<file path="src/rtl/rpe_pkg.sv">
// Shared types and constants for the rotary position embedding block.
// Holds status codes, register indexes, FSM states, the command and status
// structs between controller and datapath, and the CORDIC arctangent table.
package rpe_pkg;

    localparam logic [2:0] CFG_HEAD_SIZE    = 3'd0;
    localparam logic [2:0] CFG_ROTARY_SIZE  = 3'd1;
    localparam logic [2:0] CFG_SPLIT_LAYOUT = 3'd2;
    localparam logic [2:0] CFG_FREQ_RATIO   = 3'd3;
    localparam logic [2:0] CFG_FREQ_SCALE   = 3'd4;
    localparam logic [2:0] CFG_AXIS_SPLIT   = 3'd5;

    // One turn as a 32-bit fraction per Q.24 radian, and pi/2 in Q30.
    localparam logic [29:0] TURN_K          = 30'd683565276;
    localparam logic [30:0] HALF_PI_Q30     = 31'd1686629713;
    localparam logic [29:0] CORDIC_GAIN_Q30 = 30'd652032874;

    typedef enum logic [2:0] {
        ST_OK,
        ST_HEAD_ZERO,
        ST_LENGTH,
        ST_ROTARY,
        ST_FREQ,
        ST_SPLIT_SUM
    } t_status;

    typedef enum logic [3:0] {
        S_LOAD,
        S_CHECK,
        S_ANG,
        S_PH0,
        S_PH1,
        S_ZINIT,
        S_CSTEP,
        S_QUAD,
        S_MUL0,
        S_MUL1,
        S_WR0,
        S_WR1,
        S_ORD,
        S_OLOAD,
        S_OWAIT
    } t_state;

    typedef struct packed {
        logic load;
        logic check;
        logic ang;
        logic ph0;
        logic ph1;
        logic zinit;
        logic cstep;
        logic quad;
        logic mul0;
        logic mul1;
        logic wr0;
        logic wr1;
        logic ord;
        logic oload;
    } t_cmd;

    typedef struct packed {
        logic in_last;
        logic chk_ok;
        logic cordic_last;
        logic pair_last;
        logic out_fire;
        logic out_last;
    } t_stat;

    // Truncated arctangent of 2^-k in Q30 radians.
    function automatic logic [31:0] atan_q30(input logic [4:0] k);
        logic [31:0] v;
        case (k)
            5'd0:  v = 32'h3243F6A8;
            5'd1:  v = 32'h1DAC6705;
            5'd2:  v = 32'h0FADBAFC;
            5'd3:  v = 32'h07F56EA6;
            5'd4:  v = 32'h03FEAB76;
            5'd5:  v = 32'h01FFD55B;
            5'd6:  v = 32'h00FFFAAA;
            5'd7:  v = 32'h007FFF55;
            5'd8:  v = 32'h003FFFEA;
            5'd9:  v = 32'h001FFFFD;
            5'd10: v = 32'h000FFFFF;
            5'd11: v = 32'h0007FFFF;
            5'd12: v = 32'h0003FFFF;
            5'd13: v = 32'h0001FFFF;
            5'd14: v = 32'h0000FFFF;
            5'd15: v = 32'h00007FFF;
            5'd16: v = 32'h00003FFF;
            5'd17: v = 32'h00001FFF;
            5'd18: v = 32'h00000FFF;
            5'd19: v = 32'h000007FF;
            5'd20: v = 32'h000003FF;
            5'd21: v = 32'h000001FF;
            5'd22: v = 32'h000000FF;
            5'd23: v = 32'h0000007F;
            5'd24: v = 32'h0000003F;
            5'd25: v = 32'h0000001F;
            5'd26: v = 32'h0000000F;
            5'd27: v = 32'h00000007;
            5'd28: v = 32'h00000003;
            5'd29: v = 32'h00000001;
            default: v = 32'h00000000;
        endcase
        return v;
    endfunction

endpackage

</file>
<file path="src/rtl/rpe_ctrl.sv">
// Sequencing state machine of the rotary position embedding block.
// Depends on rpe_pkg for the state enum and the command and status structs.
module rpe_ctrl import rpe_pkg::*; (
    input  logic  i_clk,
    input  logic  i_rst_n,
    input  t_stat i_stat,
    output t_cmd  o_cmd
);

    t_state r_state;
    t_state n_state;

    always_ff @(posedge i_clk) begin
        if (!i_rst_n) begin
            r_state <= S_LOAD;
        end else begin
            r_state <= n_state;
        end
    end

    always_comb begin
        n_state = r_state;
        unique case (r_state)
            S_LOAD:  if (i_stat.in_last) n_state = S_CHECK;
            S_CHECK: n_state = i_stat.chk_ok ? S_ANG : S_ORD;
            S_ANG:   n_state = S_PH0;
            S_PH0:   n_state = S_PH1;
            S_PH1:   n_state = S_ZINIT;
            S_ZINIT: n_state = S_CSTEP;
            S_CSTEP: if (i_stat.cordic_last) n_state = S_QUAD;
            S_QUAD:  n_state = S_MUL0;
            S_MUL0:  n_state = S_MUL1;
            S_MUL1:  n_state = S_WR0;
            S_WR0:   n_state = S_WR1;
            S_WR1:   n_state = i_stat.pair_last ? S_ORD : S_ANG;
            S_ORD:   n_state = S_OLOAD;
            S_OLOAD: n_state = S_OWAIT;
            S_OWAIT: begin
                if (i_stat.out_fire) begin
                    n_state = i_stat.out_last ? S_LOAD : S_ORD;
                end
            end
            default: n_state = S_LOAD;
        endcase
    end

    always_comb begin
        o_cmd = '0;
        unique case (r_state)
            S_LOAD:  o_cmd.load  = 1'b1;
            S_CHECK: o_cmd.check = 1'b1;
            S_ANG:   o_cmd.ang   = 1'b1;
            S_PH0:   o_cmd.ph0   = 1'b1;
            S_PH1:   o_cmd.ph1   = 1'b1;
            S_ZINIT: o_cmd.zinit = 1'b1;
            S_CSTEP: o_cmd.cstep = 1'b1;
            S_QUAD:  o_cmd.quad  = 1'b1;
            S_MUL0:  o_cmd.mul0  = 1'b1;
            S_MUL1:  o_cmd.mul1  = 1'b1;
            S_WR0:   o_cmd.wr0   = 1'b1;
            S_WR1:   o_cmd.wr1   = 1'b1;
            S_ORD:   o_cmd.ord   = 1'b1;
            S_OLOAD: o_cmd.oload = 1'b1;
            S_OWAIT: o_cmd = '0;
            default: o_cmd = '0;
        endcase
    end

endmodule

</file>
<file path="config.mk">
export PLATFORM = sky130hd
export DESIGN_NAME = rpe_ctrl
export DESIGN_NICKNAME = d
export VERILOG_FILES = /design/src/rtl/rpe_pkg.sv /design/src/rtl/rpe_ctrl.sv
export SDC_FILE = /design/constraint.sdc
export NUM_CORES = 1
export LEC_CHECK = 0
export ABC_AREA = 1
export BUFFER_PORTS_ARGS = -buffer_cell sky130_fd_sc_hd__clkbuf_2
export CORE_AREA = 2 2 39 41
export DETAILED_ROUTE_END_ITERATION = 8
export DIE_AREA = 0 0 41 43
export PLACE_DENSITY = 0.66
export SLEW_MARGIN = 40
export SYNTH_ARGS = -nofsm -noshare
export SYNTH_HDL_FRONTEND = slang
export SYNTH_SLANG_ARGS = --single-unit
</file>
<file path="constraint.sdc">
create_clock -name i_clk -period 1.8 [get_ports i_clk]
set_input_delay 0 -clock i_clk [delete_from_list [all_inputs] [get_ports i_clk]]
set_output_delay 0 -clock i_clk [all_outputs]
set_load 0.05 [all_outputs]
</file>
==> metrics.md, run 1 <==
| Metric | Value |
|---|---|
| Fin crit share | 0.728 |
| Area Overhead vs Synth | 36.9% |
| Met1 Wirelength | 458 microns |
| Drt drc | 0 |
| Core ar. | 1380 sq um |
| TNS Setup | 0 ns |
| Most used DFF post-synth | dfxtp_1 |
| Die area | 1760 sq um |
| Routed Antenna Nets | 0 |
| Clock Power Share | 0.186 |
| Min Tclk post-route | 1.31 ns |
| CTS Buf Count | 3 |
| Largest net degree at the start of global routing | 7 |
| # nets final | 112 |
| Leakage | 0.352 nW |
| Gp weighted congestion | 0.753 |
| ANT cells | 0 |
| Floorplan row count | 14 |
| VDD IR max | 0.413 mV |
| Biggest regs | r_state x4 |
| Worst path max stage delay | 0.37 ns |
| NetSw | 0.310 mW |
| WHS | 0.0412 ns |
| Vias in the first global route | 452 |
| RSZ-0062 raised after global routing | no |
| CP cell instances | inv_2, nor2_1, nand2_1, inv_1, clkbuf_2 |
| Ranking of synthesized cells by area | dfxtp_1 20%, nand2_1 20%, nor2_1 17%, inv_1 9.4%, nand2_2 6.3% |
| Avg Cell Area, Syn | 5.13 sq um |
| Grt total ovfl | 0 |
| Seq/Total Area, Yosys | 0.200 |
| Initial core utilization | 0.289 |
| Routed wire length | 1.04 mm |
| Max reg flops | 4 |
| Power per cell area | 1050 nW/um^2 |
| Initial DRC count | 4 |
| CP endpoint kind | primary output |
| Crit path buf inv count | 3 |
| Clock Sink Count | 4 |
| Critical Path Start Type | flip-flop |
| CTS root buf | clkbuf_4 |
| Max Fclk | 763 MHz |
| Sequential share of power | 0.227 |
| Synth top cells by count | 21 x nand2_1, 18 x nor2_1, 10 x inv_1, 5 x inv_2 |
| Slew HR | 0.812 |
| Worst slew pin tran | 0.283 ns |
| First-pass DRT Iterations | 4 |
| Yosys top cell area share | 0.200 |
| Mapped cell area | 400 sq um |
| Max-slew violations | 0 |
| CP arrival | 1.31 ns |
| Count of state elements after synthesis | 4 |
| Largest area contributor in the netlist | dfxtp_1 |
| YS warnings | 0 |
| Comb power frac | 0.587 |
| Vias per cell | 4.42 |
| Gr usage total | 0.151 |
| Max Cap Violations | 0 |
| CP max FO | 4 |
| Htree depth | 1 |
| Crit Path Class | flip-flop to primary output |
| Reg clk slew, reported paths | 0.03 ns |
| Sw frac | 0.540 |
| Die Span Y | 43 microns |
| Number of distinct library cells after synthesis | 15 |
| IO Port Bufs | 21 |
| CTS max path bufs | 2 |
| Initial antenna violation count | 0 |
| Syn_nets | 86 |
| Worst-Skew Late Latency | 0.23 ns |
| HP Class | input pin to flip-flop |
| Layout cells sized above 1 | 0.353 |
| CTS tree | done |
| Crit path max-delay cell type | dfxtp_1 |
| Hpwl dp | 917 microns |
| Met2 WL | 529 microns |
| First-pass GRT wire length | 1.76 mm |
| DR WL/cell | 8.85 microns |
| Via count | 522 |
| Largest Register | r_state |
| Final Setup Violations | 0 |
| Post-CTS Repair Setup Buffers | 0 |
| Fin Clk Skew | 0.00349 ns |
| Internal Pwr Total | 0.264 mW |
| WP data required | 1.80 ns |
| WL met3 | 56 microns |
| Asr flop ratio synth | 0 |
| # IOs | 22 |
| Top Metal Used | met3 |
| Final hold violation count | 0 |
| Post-CTS Resized | 0 |
| Most frequent cell after synthesis | nand2_1 |
| Chip Width | 41 microns |
| Post-CTS Hold Fix Bufs | 0 |
| Cells after Synth | 78 |
| Post-synth EDFFs | 0 |
| Result of the run | finished clean |
| CP delay by family, top | buffers and inverters |
## cells by family (layout without fill, tap and decap cells)
kind of cell | after synthesis | after routing | share of synthesized area
flip-flops | 4 | 4 | 0.200
buffers and inverters | 15 | 39 | 0.141
AO/OA/AOI/OAI | 7 | 7 | 0.0937
AND/OR/NAND/NOR | 52 | 52 | 0.566
## per-layer routing
layer / GRT usage / vias up
met2: 0.231 / 12
met1: 0.185 / 224
met4: 0.0800 / 0
met3: 0.0366 / 0
met5: 0 / -
li1: - / 286
## power by group through the flow
| stage | combinational, mW | sequential, mW | clock, mW |
|---|---|---|---|
| 6_report | 0.337 | 0.130 | 0.107 |
| 5_1_grt | 0.378 | 0.133 | 0.125 |
| 4_1_cts | 0.342 | 0.129 | 0.114 |
| 3_5_place_dp | 0.341 | 0.131 | 0 |
| 3_3_place_gp | 0.339 | 0.129 | 0 |
| 2_1_floorplan | 0.270 | 0.126 | 0 |
## placed cells by master, fill, tap and decap left out
cell type / synthesis / routed
inv_2: 5 / 5
nor3_1: 2 / 2
nand3_2: 1 / 1
a22oi_1: 1 / 1
nand2_2: 4 / 4
nand3b_1: 1 / 1
dfxtp_1: 4 / 4
nor2_2: 2 / 2
clkbuf_2: 0 / 21
nand3_1: 3 / 3
nor2_1: 18 / 18
o21ai_0: 1 / 1
nand2_1: 21 / 21
o21ai_1: 1 / 1
clkbuf_4: 0 / 3
a21oi_1: 4 / 4
inv_1: 10 / 10
## worst register-to-register path, delay by kind of cell, from the launching register on
| family | cells | cell delay [ns] |
|---|---|---|
| AOI/OAI and AO/OA | 1 | 0.12 |
| buffers and inverters | 1 | 0.08 |
| DFF | 1 | 0.37 |
| and+or+nand+nor | 6 | 0.57 |
## final timing paths
path	from	end	slack, ns	depth (start not counted)
min reg2reg	r_state[1]	r_state[1]	0.56	2
min	i_rst_n	r_state[1]	0.04	3
max reg2reg	r_state[0]	r_state[2]	0.59	8
max	r_state[0]	o_cmd[12]	0.49	5
## through the flow
| step | setup slack, ns | area (sq um) | instances | power (mW) | utilization |
|---|---|---|---|---|---|
| 6_report | 0.490 | 548 | 118 | 0.573 | 0.396 |
| 5_1_grt | 0.360 | 548 | 118 | 0.635 | 0.396 |
| 4_1_cts | 0.481 | 548 | 118 | 0.585 | 0.396 |
| 3_5_place_dp | 0.565 | 526 | 115 | 0.472 | 0.380 |
| 3_3_place_gp | 0.586 | 526 | 115 | 0.468 | 0.380 |
| 2_1_floorplan | 0.117 | 400 | 78 | 0.397 | - |
## final cells by class
cell class / count / area (sq um)
inverter: 15 / 56.3
multi-input combinational: 59 / 264
sequential: 4 / 80.1
tap: 16 / 20.0
clock buffer: 3 / 22.5
fill: 169 / 836
timing repair buffer: 21 / 105
No activity file was read; power rests on OpenSTA's default activity.
==> inputs of run 2 (changes only) <==
==> constraint.sdc (replaced) <==
create_clock -name i_clk -period 1.31 [get_ports i_clk]
set_input_delay 0 -clock i_clk [delete_from_list [all_inputs] [get_ports i_clk]]
set_output_delay 0 -clock i_clk [all_outputs]
set_load 0.05 [all_outputs]
==> run 2 against run 1 <==
Compared with the run above: hold slack got worse by 0.011 ns; core utilization grew 1.7 points; cell area up 4.3%; clock skew is 0.0024 ns lower; first-iteration DRC count is the same; non-clock buffer count is the same; combinational power rose by 45%.
==> metrics.md, run 2 (same netlist as run 1, synthesis figures left out) <==
| Metric | Value |
|---|---|
| CTS max path bufs | 2 (unchanged) |
| Setup crit start | r_state[2] |
| Final Setup Violations | 0 (unchanged) |
| Gp weighted congestion | 0.740 (-1.8%) |
| Leakage | 0.355 nW (+0.90%) |
| Internal Pwr Total | 0.379 mW (+44%) |
| Reg2reg start | r_state[2] |
| IO Port Bufs | 21 (unchanged) |
| Floorplan row count | 14 (unchanged) |
| Largest net degree at the start of global routing | 7 (unchanged) |
| CTS root buf | clkbuf_4 |
| Sequential share of power | 0.219 (-0.008) |
| DR WL/cell | 8.42 microns (-4.9%) |
| Layout cells sized above 1 | 0.382 (+0.0294) |
| Clock Power Share | 0.184 (-0.002) |
| Max Fclk | 823 MHz |
| R2r setup slk | 0.15 ns (-0.44 ns) |
| Min Tclk post-route | 1.21 ns |
| TNS Setup | 0 ns (unchanged) |
| VDD IR max | 0.489 mV (+18%) |
| Sw frac | 0.538 (-0.00203) |
| Max Cap Violations | 0 (unchanged) |
| Area Overhead vs Synth | 42.8% |
| Max reg flops | 4 (unchanged) |
| Hold Path Depth | 3 (unchanged) |
| # IOs | 22 (unchanged) |
| Vias in the first global route | 433 (-4.2%) |
| Fin Clk Skew | 0.00108 ns (-0.00242 ns) |
| Commonest non-fill, non-tap cells in the layout | 21 x nand2_1, 18 x clkbuf_2, 16 x nor2_1 |
| Gr usage total | 0.136 (-0.0149) |
| Biggest regs | r_state x4 |
| HP Class | input pin to flip-flop |
| Worst-Skew Late Latency | 0.23 ns (about the same) |
| Most common cell after layout, fill and taps aside | nand2_1 |
| Power per cell area | 1430 nW/um^2 (+37%) |
| Initial DRC count | 4 (unchanged) |
| ANT cells | 0 (unchanged) |
| Slew HR | 0.813 (+0.00138) |
| Clock Sink Count | 4 (unchanged) |
| FF-to-FF End | r_state[2] |
| Fin crit share | 0.927 |
| Critical Path Start Type | flip-flop |
| Final Core Density | 0.413 (+0.0172) |
| WP data required | 1.31 ns (-0.49 ns) |
| CP arrival | 1.21 ns (-0.10 ns) |
| Max-slew violations | 0 (unchanged) |
| Reg clk slew, reported paths | 0.04 ns (about the same) |
| Drt drc | 0 (unchanged) |
| Comb power frac | 0.597 (+0.010) |
| Post-CTS Repair Setup Buffers | 0 (unchanged) |
| Fill count | 174 (+3.0%) |
| # nets final | 112 (unchanged) |
| Hpwl dp | 875 microns (-4.6%) |
| Die Span Y | 43 microns (unchanged) |
| Initial core utilization | 0.289 (unchanged) |
| Hold path start | i_rst_n |
| Grt total ovfl | 0 (unchanged) |
| Crit Path Class | flip-flop to primary output |
| First-pass DRT Iterations | 4 (unchanged) |
| Result of the run | finished clean |
| NetSw | 0.441 mW (+42%) |
| CTS Buf Count | 3 (unchanged) |
| Vias per cell | 4.42 (-0.19%) |
| Final hold violation count | 0 (unchanged) |
| First-pass GRT wire length | 1.64 mm (-7.0%) |
| CTS tree | done |
| Worst slew pin tran | 0.281 ns (-0.00208 ns) |
| Core ar. | 1380 sq um (unchanged) |
| CP endpoint kind | primary output |
| Routed wire length | 993 microns (-4.9%) |
| Htree depth | 1 (unchanged) |
| CP max FO | 6 (+2) |
| Reg2Reg Depth | 8 (unchanged) |
| Initial antenna violation count | 0 (unchanged) |
| Via count | 521 (-0.19%) |
| Worst Hold Path EP | r_state[1] |
| Chip Width | 41 microns (unchanged) |
| Largest Register | r_state |
| Die area | 1760 sq um (unchanged) |
| Routed Antenna Nets | 0 (unchanged) |
| RSZ-0062 raised after global routing | no |
## run 2: cell counts in the layout (fill, tap and decap cells not counted)
No cell type changed its count.
## run 2: worst max-delay path by stage
stage,endpoint,slack [ns],depth (start not counted)
after global routing,o_cmd[6],0.004,5
after floorplan,r_state[3],0.04,7
final,o_cmd[9],0.1,3
after CTS,o_cmd[6],0.03,5
after detailed placement,r_state[2],0.13,8
after global placement,r_state[3],0.1,8
## run 2: per-layer routing
layer / share of wire / vias to the layer above / GRT usage / wire [microns]
met2: 0.50 / 11 / 0.216 / 497
met4: 0.014 / 0 / 0.0800 / 14
met5: 0 / - / 0 / 0
met3: 0.049 / 2 / 0.0157 / 49
li1: - / 286 / - / -
met1: 0.44 / 222 / 0.167 / 432
## run 2: power by group through the flow
stage | clock, mW | combinational (mW) | sequential [mW]
2_1_floorplan | 0 | 0.394 | 0.174
3_3_place_gp | 0 | 0.487 | 0.178
3_5_place_dp | 0 | 0.488 | 0.179
4_1_cts | 0.158 | 0.493 | 0.177
5_1_grt | 0.160 | 0.545 | 0.183
6_report | 0.151 | 0.489 | 0.180
## run 2: final cells by class
class | instances | area [sq um] | area share
multi-input combinational | 59 | 279 | 0.488
timing repair buffer | 21 | 113 | 0.197
sequential | 4 | 81.3 | 0.142
inverter | 15 | 56.3 | 0.0985
clock buffer | 3 | 22.5 | 0.0394
tap | 16 | 20.0 | 0.0350
## run 2: critical path, stage by stage (launching register included)
cell and delay [ns]:
dfxtp_1 0.42, nand2_2 0.15, nor2_1 0.12, clkbuf_2 0.28
## run 2: repair_timing
action	CTS	global route
hold buffers	0	0
pin swaps	0	0
gates resized for setup	1	6
setup endpoints to repair	1	5
## run 2: per-stage QoR
step	total power [mW]	hold slack (ns)	area [sq um]	worst slack [ns]	std cells
floorplan	0.568	0.171	413	0.0369	78
global placement	0.665	0.272	538	0.0988	115
detailed placement	0.666	0.283	538	0.125	115
CTS	0.828	0.0369	563	0.0282	118
global route	0.888	0.0621	572	0.00402	118
finish	0.820	0.0302	572	0.0952	118
